<file path="config.mk">
export PLATFORM = sky130hd
export DESIGN_NAME = calendar_date_editor
export DESIGN_NICKNAME = d
export VERILOG_FILES = /design/src/rtl/cde_pkg.sv /design/src/rtl/calendar_date_editor.sv
export SDC_FILE = /design/constraint.sdc
export NUM_CORES = 1
export LEC_CHECK = 0
export BUFFER_PORTS_ARGS = -buffer_cell sky130_fd_sc_hd__buf_2
export CELL_PAD_IN_SITES_DETAIL_PLACEMENT = 0
export CELL_PAD_IN_SITES_GLOBAL_PLACEMENT = 1
export CORE_MARGIN = 5
export CORE_UTILIZATION = 52
export CTS_CLUSTER_SIZE = 14
export DETAILED_ROUTE_END_ITERATION = 6
export GPL_TIMING_DRIVEN = 0
export HOLD_SLACK_MARGIN = 0.06
export PLACE_DENSITY = 0.91
export SLEW_MARGIN = 10
export SYNTH_ARGS = -nofsm -noshare
export SYNTH_HDL_FRONTEND = slang
export SYNTH_SLANG_ARGS = --single-unit
</file>
<file path="constraint.sdc">
create_clock -name clk -period 33.6 [get_ports clk]
set_input_delay 6.72 -clock clk [delete_from_list [all_inputs] [get_ports clk]]
set_output_delay 6.72 -clock clk [all_outputs]
set_load 0.01 [all_outputs]
</file>
<file path="src/rtl/cde_pkg.sv">
package cde_pkg;

	typedef enum logic [1:0] {
		CMD_WHEEL   = 2'd0,
		CMD_NEXT    = 2'd1,
		CMD_BACK    = 2'd2,
		CMD_RESTART = 2'd3
	} cde_cmd_t;

	localparam logic [1:0] FIELD_YEAR  = 2'd0;
	localparam logic [1:0] FIELD_MONTH = 2'd1;
	localparam logic [1:0] FIELD_DAY   = 2'd2;

	localparam logic [7:0]  YearSpan      = 8'd35;
	localparam logic [7:0]  MonthCount    = 8'd12;
	localparam logic [3:0]  MonthFeb      = 4'd1;
	localparam logic [15:0] BaseYearReset = 16'd2026;

	// multiplicative inverse of 25 modulo 2^16, and the largest quotient of a multiple of 25
	localparam logic [15:0] Inv25   = 16'd23593;
	localparam logic [15:0] Max25Q  = 16'd2621;

	typedef struct packed {
		cde_cmd_t           command;
		logic signed [15:0] delta;
	} cde_req_t;

	typedef struct packed {
		logic [4:0]  day;
		logic [3:0]  month;
		logic [15:0] year;
		logic [1:0]  cur_field;
		logic        complete;
		logic        changed;
	} cde_rsp_t;

	// gregorian leap year; divisibility by 25 through the modular inverse
	function automatic logic is_leap(input logic [15:0] y);
		logic [15:0] p;
		logic        div25;
		p     = y * Inv25;
		div25 = (p <= Max25Q);
		return (y[1:0] == 2'd0) && (!div25 || (y[3:0] == 4'd0));
	endfunction

	function automatic logic [4:0] month_length(input logic [3:0] mi, input logic leap);
		logic [4:0] len;
		if (mi == MonthFeb) begin
			len = leap ? 5'd29 : 5'd28;
		end else if (mi inside {4'd3, 4'd5, 4'd8, 4'd10}) begin
			len = 5'd30;
		end else begin
			len = 5'd31;
		end
		return len;
	endfunction

	// add delta, overshoot past either end jumps to the opposite end
	function automatic logic [7:0] step_wrap(input logic [7:0] idx,
		input logic signed [15:0] delta, input logic [7:0] span);
		logic [17:0] n;
		logic [7:0]  r;
		n = {10'd0, idx} + {{2{delta[15]}}, delta};
		if (n[17]) begin
			r = span - 8'd1;
		end else if (n[16:0] >= {9'd0, span}) begin
			r = 8'd0;
		end else begin
			r = n[7:0];
		end
		return r;
	endfunction

endpackage

</file>
<file path="src/rtl/calendar_date_editor.sv">
// Calendar date editor: holds a year/month/day date and an active field, and applies one
// request per clock cycle unless responses stall (wheel step, next, back, restart),
// returning one response per request with the date, active field, complete flag and a
// changed flag. An accepted request passes the input register, then the result register; a new
// request may be accepted in every cycle unless responses stall, the update loop through
// the date and field registers setting that rate. The base year is written through the
// cfg channel, which is always ready; write it only while no request is in flight.
module calendar_date_editor (
	input  logic               clk,
	input  logic               arst_n,
	input  logic               req_valid,
	output logic               req_ready,
	input  cde_pkg::cde_req_t  req,
	output logic               rsp_valid,
	input  logic               rsp_ready,
	output cde_pkg::cde_rsp_t  rsp,
	input  logic               cfg_valid,
	output logic               cfg_ready,
	input  logic [15:0]        cfg_data
);
	import cde_pkg::*;

	logic        valid_s1;
	cde_req_t    req_s1;
	logic        rsp_valid_q;
	cde_rsp_t    rsp_q;
	logic [15:0] base_year_q;
	logic [7:0]  year_idx_q;
	logic [3:0]  month_idx_q;
	logic [4:0]  day_idx_q;
	logic [1:0]  field_q;
	logic        done_q;

	logic        adv;
	logic        fire;
	logic [7:0]  year_step;
	logic [7:0]  month_step;
	logic [7:0]  day_step;
	logic [7:0]  eff_year;
	logic [3:0]  eff_month;
	logic [15:0] year_sum;
	logic [4:0]  len;
	logic        is_wheel;
	logic [7:0]  year_n;
	logic [3:0]  month_n;
	logic [4:0]  day_n;
	logic [1:0]  field_n;
	logic        done_n;
	logic        changed_n;

	assign adv       = !rsp_valid_q || rsp_ready;
	assign fire      = valid_s1 && adv;
	assign req_ready = !valid_s1 || adv;
	assign cfg_ready = 1'b1;
	assign rsp_valid = rsp_valid_q;
	assign rsp       = rsp_q;

	always_ff @(posedge clk or negedge arst_n) begin
		if (!arst_n) begin
			valid_s1 <= 1'b0;
		end else if (req_ready) begin
			valid_s1 <= req_valid;
		end
	end

	always_ff @(posedge clk) begin
		if (req_valid && req_ready) begin
			req_s1 <= req;
		end
	end

	always_ff @(posedge clk or negedge arst_n) begin
		if (!arst_n) begin
			base_year_q <= BaseYearReset;
		end else if (cfg_valid && cfg_ready) begin
			base_year_q <= cfg_data;
		end
	end

	// shared year and month-length path
	assign is_wheel   = (req_s1.command == CMD_WHEEL);
	assign year_step  = step_wrap(year_idx_q, req_s1.delta, YearSpan);
	assign month_step = step_wrap({4'd0, month_idx_q}, req_s1.delta, MonthCount);
	assign eff_year   = (is_wheel && field_q == FIELD_YEAR) ? year_step : year_idx_q;
	assign eff_month  = (is_wheel && field_q == FIELD_MONTH) ? month_step[3:0] : month_idx_q;
	assign year_sum   = base_year_q + {8'd0, eff_year};
	assign len        = month_length(eff_month, is_leap(year_sum));
	assign day_step   = step_wrap({3'd0, day_idx_q}, req_s1.delta, {3'd0, len});

	always_comb begin
		year_n    = year_idx_q;
		month_n   = month_idx_q;
		day_n     = day_idx_q;
		field_n   = field_q;
		done_n    = done_q;
		changed_n = 1'b0;
		case (req_s1.command)
			CMD_WHEEL: begin
				case (field_q)
					FIELD_YEAR: begin
						year_n = year_step;
						if (day_idx_q >= len) begin
							day_n = len - 5'd1;
						end
					end
					FIELD_MONTH: begin
						month_n = month_step[3:0];
						if (day_idx_q >= len) begin
							day_n = len - 5'd1;
						end
					end
					FIELD_DAY: begin
						day_n = day_step[4:0];
					end
					default: begin
					end
				endcase
				changed_n = (year_n != year_idx_q) || (month_n != month_idx_q)
					|| (day_n != day_idx_q);
			end
			CMD_NEXT: begin
				if (field_q == FIELD_YEAR || field_q == FIELD_MONTH) begin
					field_n = field_q + 2'd1;
				end else begin
					done_n = 1'b1;
				end
				changed_n = 1'b1;
			end
			CMD_BACK: begin
				if (field_q != FIELD_YEAR) begin
					field_n = field_q - 2'd1;
				end
				changed_n = (field_q != FIELD_YEAR);
			end
			CMD_RESTART: begin
				done_n    = 1'b0;
				changed_n = done_q;
			end
			default: begin
			end
		endcase
	end

	always_ff @(posedge clk or negedge arst_n) begin
		if (!arst_n) begin
			year_idx_q  <= '0;
			month_idx_q <= '0;
			day_idx_q   <= '0;
			field_q     <= FIELD_YEAR;
			done_q      <= 1'b0;
		end else if (fire) begin
			year_idx_q  <= year_n;
			month_idx_q <= month_n;
			day_idx_q   <= day_n;
			field_q     <= field_n;
			done_q      <= done_n;
		end
	end

	always_ff @(posedge clk or negedge arst_n) begin
		if (!arst_n) begin
			rsp_valid_q <= 1'b0;
		end else if (adv) begin
			rsp_valid_q <= valid_s1;
		end
	end

	always_ff @(posedge clk) begin
		if (fire) begin
			rsp_q.day       <= day_n + 5'd1;
			rsp_q.month     <= month_n + 4'd1;
			rsp_q.year      <= year_sum;
			rsp_q.cur_field <= field_n;
			rsp_q.complete  <= done_n;
			rsp_q.changed   <= changed_n;
		end
	end

endmodule

</file>
==> results.md, run 1 <==
* Synthesized net count at 960
* Die footprint at 17,400 um2
* Post-DRT Antenna Nets at 0
* Fin crit period at 13.87 ns
* EDFF count, synth at 47
* Setup Viol. Count Final at 0
* R2R Setup Slk at 20.79 ns
* Resized cells post-CTS at 0
* Hold Path Stages at 1
* CP required at 26.88 ns
* Number of fill cells at 1,289
* CP startpoint kind: input port
* Cell Chain, Critical Path: buf_2 > nand3b_1 > buf_2
* # diodes at 0
* Hold_sp: base_year_q[4]$_DFFE_PN0P_
* Die H at 132 um
* Worst reg2reg path endpoint: rsp[0]$_DFFE_PP_
* Drt pass-1 iters at 4
* Global placer's final weighted congestion at 0.905
* Drt initial violations at 338
* Distinct cell type count after synthesis at 92
* Max_cap viols at 0
* Initial antenna violation count at 0
* Synth Cell Area at 7750 um2
* Buf/Inv on CP at 2
* Cells after synthesis at 796
* Total wire length at 17.8 mm
* Overflow after GRT at 0
* CP top delay family: buffers and inverters
* Commonest cells after routing, fill and taps aside: ha_1 (103), inv_1 (74), buf_2 (72)
* Maximum number of pins on one net before global-route repair at 39
* Synth top area share at 18.2%
* Cell taking the most area after synthesis: edfxtp_1
* Avg Vias per Cell at 5.69
* Setup TNS at 0 ns
* Die X at 132 um
* CTS Hold Bufs at 0
* Mean post-synth cell area at 9.73 um2
* Largest cells by area after synthesis: edfxtp_1 (18%), ha_1 (17%), dfrtp_1 (9.7%), fa_1 (5.7%), xnor2_1 (3.6%)
* Root Driver: clkbuf_16
* Status: complete, no violations
* Max Slew Vio Count at 0
* Row count at 44
* Max Clock Freq at 72.1 MHz
* DP Worst Slack at 19.73 ns
* Ys flop type: edfxtp_1
* Tot GR Track Use at 20.9%
* Core Box Area at 14,600 um2
* PnR worst setup slack at 19.73 ns
* Fin crit share at 41.3%
* TritonCTS clock tree: built
* FF-to-FF path depth at 50
* Min-Delay Endpoint: base_year_q[4]$_DFFE_PN0P_
* Clk buf depth at 2
* Commonest non-fill, non-tap cell in the layout: ha_1
* CP max-delay cell: nand3b_1
* Final hold vios at 0
* WL/cell at 16.7 um
* Slew at the pin closest to its max-slew limit at 0.911 ns
* Area Growth Syn to Fin at 10.9%
* Yosys reg bits at 85
* Slowest stage delay, CP at 0.17 ns
* Clk_lat worst skew at 0.36 ns
* Final Core Density at 58.9%
* Clock slew at reported path FFs at 0.06 ns
* Post-CTS setup buffer count at 0
* Vias after detailed routing at 6,055
* Ys Warns at 0
* First-pass GRT wire length at 29.8 mm
* DRC Markers at 0
* Design area at 8590 um2
* Layout cell share with drive strength beyond 1 at 15.8%
* Detail Placement HPWL at 14.0 mm
* Ys async rst share at 44.7%
* Initial Util at 53.1%
* Clk sink count at 85
* Critical Path AT at 7.15 ns
* Register area share after synthesis at 30.6%
* Slew margin rel. at 39.3%
* Layout Nets at 1,039
* RSZ-0062 raised after global routing: no
* Num ports at 71
* H-tree depth reported by CTS at 3
* Critical path type: in -> out
* Worst min path class: reg -> reg
* Vias in the first global route at 6,058
* Layout Skew at 0.00950 ns
* Cell mode on critical path: buf_2
* Worst r2r src: req_s1[0]$_DFFE_PP_
* Placed cell area at 8320 um2
* I/O Buffers at 68
* TritonCTS buffer count at 9
* CP endpoint kind: output pin
* Crit Path Max Fanout at 3
## worst max-delay path by stage
stage	from	endpoint	slack, ns	depth (start not counted)
after CTS	rsp_ready	req_ready	19.73	3
after floorplan	rsp_ready	req_ready	19.95	1
after detailed placement	rsp_ready	req_ready	19.73	3
after global placement	rsp_ready	req_ready	19.73	3
after global routing	rsp_ready	req_ready	19.70	3
final	rsp_ready	req_ready	19.73	3
## area by class of cell
class,count,area (um2),share of cell area (%)
Buffer,19,92.6,1.08
Multi-Input combinational cell,616,5000,58.2
Clock buffer,10,229,2.66
Sequential cell,85,2370,27.6
Clock inverter,6,46.3,0.539
Inverter,76,285,3.32
Tap cell,184,230,2.68
Timing Repair Buffer,68,340,3.96
## worst register-to-register path, delay by kind of cell, from the launching register on
kind,cells,cell delay [ns]
xor gates and xnor gates,4,1.15
and+or+nand+nor,9,1.83
DFF,1,0.52
AOI/OAI and AO/OA,19,4.47
buffers and inverters,6,0.35
adders and majority gates,12,4.23
## state kept, by name, indices dropped and copies added (netlist names)
| name | cells |
|---|---|
| base_year_q | 16 |
| day_idx_q | 5 |
| done_q | 1 |
| field_q | 2 |
| month_idx_q | 4 |
| req_s1 | 18 |
| rsp | 29 |
| rsp_valid | 1 |
| valid_s1 | 1 |
| year_idx_q | 8 |
## metrics by stage
| step | cells | hold WS (ns) |
|---|---|---|
| after floorplan | 796 | 0.457 |
| after global placement | 1048 | 0.488 |
| after detailed placement | 1048 | 0.519 |
| after CTS | 1064 | 0.534 |
| after global routing | 1064 | 0.556 |
| final | 1064 | 0.531 |
## per-layer routing
layer  global-route usage (%)  vias to the layer above  wire (um)
met3                     3.02                       24        754
met4                     6.17                        0        291
met2                     35.1                      121       8390
met1                     28.1                     2873       8350
met5                        0                        -          0
li1                         -                     3037          -
## cell families (layout without fill, tap and decap cells)
group,count (synthesis),after routing,synth area share (%)
AND/OR/NAND/NOR,218,218,14.8
AO/OA/AOI/OAI,194,194,17.5
adder cells (fa/ha/maj),125,125,22.3
buffers and inverters,95,179,4.88
flip-flops,85,85,30.6
XOR/XNOR,55,55,6.57
multiplexers,23,23,3.26
other,1,1,0.0484
## cell usage after synthesis, types with 6 or more instances
master and instances:
a211oi_1 9, a21o_1 6, a21oi_1 43, and2_1 12
and3_1 8, clkbuf_1 11, dfrtp_1 30, dfstp_2 8
edfxtp_1 47, fa_1 22, ha_1 103, inv_1 74
mux2_2 18, nand2_1 57, nand2b_1 17, nand3_1 20
nand4_1 6, nor2_1 51, nor3_1 13, o211ai_1 7
o21ai_0 45, o22ai_1 7, xnor2_1 32, xor2_1 21
Power of run 1 is left out: the tool's default activity adds up to more than one toggle a clock period on the data nets, which glitch-free logic cannot reach.
==> run 2, diff against run 1 <==
--- a/config.mk
+++ b/config.mk
@@ -9,12 +9,12 @@
 export CELL_PAD_IN_SITES_DETAIL_PLACEMENT = 0
 export CELL_PAD_IN_SITES_GLOBAL_PLACEMENT = 1
 export CORE_MARGIN = 5
-export CORE_UTILIZATION = 52
+export CORE_UTILIZATION = 48
 export CTS_CLUSTER_SIZE = 14
 export DETAILED_ROUTE_END_ITERATION = 6
 export GPL_TIMING_DRIVEN = 0
 export HOLD_SLACK_MARGIN = 0.06
-export PLACE_DENSITY = 0.91
+export PLACE_DENSITY = 0.85
 export SLEW_MARGIN = 10
 export SYNTH_ARGS = -nofsm -noshare
 export SYNTH_HDL_FRONTEND = slang
==> constraint.sdc (replaced) <==
create_clock -name clk -period 13.1 [get_ports clk]
set_input_delay 2.62 -clock clk [delete_from_list [all_inputs] [get_ports clk]]
set_output_delay 2.62 -clock clk [all_outputs]
set_load 0.01 [all_outputs]
==> results.md, run 2 (synthesis results as in run 1) <==
* Final Core Density at 54.8% (-4.1 points)
* Setup TNS at 0 ns (unchanged)
* Drt initial violations at 302 (-11%)
* Clk sink count at 85 (unchanged)
* Clk buf depth at 2 (unchanged)
* Max_cap viols at 0 (unchanged)
* Overall power at 2.61 mW
* Critical Path AT at 12.36 ns (+5.21 ns)
* Vias after detailed routing at 5,992 (-1.0%)
* Final hold vios at 0 (unchanged)
* H-tree depth reported by CTS at 3 (unchanged)
* Sw Pwr at 1.23 mW
* Cell mode on critical path: ha_1
* Detail Placement HPWL at 14.1 mm (+1.0%)
* Overflow after GRT at 0 (unchanged)
* RSZ-0062 raised after global routing: no
* Max Clock Freq at 81.4 MHz
* Num ports at 71 (unchanged)
* Layout Nets at 1,041 (+0.19%)
* # diodes at 0 (unchanged)
* DRC Markers at 0 (unchanged)
* Fin crit share at 93.8%
* Row count at 46 (+4.5%)
* Sw Ratio at 47.2%
* CP required at 13.18 ns (-13.70 ns)
* Initial antenna violation count at 0 (unchanged)
* TritonCTS buffer count at 9 (unchanged)
* Root Driver: clkbuf_16
* Setup Viol. Count Final at 0 (unchanged)
* Total wire length at 17.6 mm (-0.98%)
* Clk_lat worst skew at 0.35 ns (about the same)
* Area of the multi-input gates at 5040 um2 (+0.90%)
* Area Growth Syn to Fin at 12.3%
* Avg Vias per Cell at 5.46 (-4.1%)
* I/O Buffers at 68 (unchanged)
* Initial Util at 48.8% (-4.3 points)
* Worst reg2reg path endpoint: rsp[0]$_DFFE_PP_
* Clk pwr share at 9.7%
* CP endpoint kind: flip-flop
* Die footprint at 18,800 um2 (+7.7%)
* Maximum VDD drop at 0.263 mV
* Clock slew at reported path FFs at 0.06 ns (about the same)
* Internal at 1.38 mW
* Combinational Power Share at 75.2%
* FF-to-FF path depth at 50 (unchanged)
* DP Worst Slack at 0.176 ns (-19.56 ns)
* Global placer's final weighted congestion at 0.895 (-1.1%)
* Commonest cells after routing, fill and taps aside: ha_1 (103), inv_1 (74), buf_2 (72)
* Drt pass-1 iters at 4 (unchanged)
* Pleak at 3.85 nW
* Worst r2r src: req_s1[0]$_DFFE_PP_
* Slew at the pin closest to its max-slew limit at 0.968 ns (+0.0573 ns)
* Worst setup path end: rsp[0]$_DFFE_PP_
* First-pass GRT wire length at 29.8 mm (+0.26%)
* WL/cell at 16.0 um (-4.0%)
* Fin crit period at 12.28 ns
* Max reg flops at 29 (unchanged)
* Core Box Area at 15,900 um2 (+8.9%)
* PnR worst setup slack at 0.818 ns (-18.91 ns)
* Layout Skew at 0.00884 ns (-0.000663 ns)
* Critical path origin: req_s1[0]$_DFFE_PP_
* TritonCTS clock tree: built
* Die H at 137 um (+3.8%)
* Slowest stage delay, CP at 0.57 ns (+0.40 ns)
* Commonest non-fill, non-tap cell in the layout: ha_1
* Post-DRT Antenna Nets at 0 (unchanged)
* R2R Setup Slk at 0.82 ns (-19.97 ns)
* Slew margin rel. at 35.5% (-3.8 points)
* Maximum number of pins on one net before global-route repair at 39 (unchanged)
* Max Slew Vio Count at 0 (unchanged)
* CTS Hold Bufs at 0 (unchanged)
* Tot GR Track Use at 20.3% (-0.63 points)
* Hold_sp: valid_s1$_DFFE_PN0N_
* Sequential share of power at 15.1%
* Vias in the first global route at 5,991 (-1.1%)
* CP max-delay cell: fa_1
* Power Density at 300 nW/um2
* Status: complete, no violations
* Layout cell share with drive strength beyond 1 at 16.4% (+0.64 points)
* Register Area at 2370 um2 (unchanged)
* CP startpoint kind: flip-flop
* Number of fill cells at 1,442 (+12%)
* Critical path type: reg -> reg
* Worst min path class: reg -> reg
* Crit Path Max Fanout at 8 (+5)
* Die X at 137 um (+3.8%)
## run 2: cell types whose count changed in the layout (fill, tap and decap cells not counted), moves of 2 or more
cell,change
inv_6,-2
xor2_2,+2
xor2_1,-2
buf_4,+2
## run 2: how the worst min path moves through the flow
stage	to	cells past startpoint
2_1_floorplan	rsp_valid$_DFFE_PN0P_	1
3_3_place_gp	rsp_valid$_DFFE_PN0P_	1
3_5_place_dp	rsp_valid$_DFFE_PN0P_	1
4_1_cts	rsp_valid$_DFFE_PN0P_	1
5_1_grt	rsp_valid$_DFFE_PN0P_	1
6_report	rsp_valid$_DFFE_PN0P_	1
## run 2: worst max-delay path, delay by kind of cell (launching register included)
family                     cells  cell delay (ns)
and+or+nand+nor                9             1.73
AOI/OAI and AO/OA             19             4.24
DFF                            1             0.50
xor gates and xnor gates       4             0.99
buffers and inverters          6             0.35
adders and majority gates     12             4.20
## run 2: final cells by class
class	count	share of cell area (%)
multi-input combinational	616	57.9
sequential	85	27.3
timing repair buffer	70	4.08
inverter	76	3.28
tap	216	3.11
clock buffer	11	2.67
buffer	19	1.06
clock inverter	5	0.590
## run 2: through the flow
| stage | area (um2) | hold WS [ns] | cells |
|---|---|---|---|
| 4_1_cts | 8640 | 0.497 | 1096 |
| 3_5_place_dp | 8360 | 0.491 | 1080 |
| 3_3_place_gp | 8360 | 0.478 | 1080 |
| 5_1_grt | 8700 | 0.510 | 1098 |
| 6_report | 8700 | 0.497 | 1098 |
| 2_1_floorplan | 7750 | 0.457 | 796 |
## run 2: timing repair
action | 4_1_cts | 5_1_grt
gates resized for setup | 0 | 7
setup endpoints to repair | 0 | 5
buffers inserted | 0 | 2
## run 2: power by group through the flow
stage               combinational, mW  clock, mW  sequential [mW]
floorplan                        1.50          0            0.395
global placement                 1.89          0            0.399
detailed placement               1.91          0            0.399
CTS                              1.93      0.260            0.394
global route                     2.26      0.271            0.402
finish                           1.97      0.253            0.395
## run 2: layer usage
layer / track usage (%) / vias to the layer above / routed length, um
met2: 33.5 / 112 / 8260
li1: - / 3029 / -
met3: 3.93 / 20 / 752
met1: 27.3 / 2831 / 8320
met5: 0 / - / 0
met4: 5.32 / 0 / 278
Power figures use the tool's default switching activity.
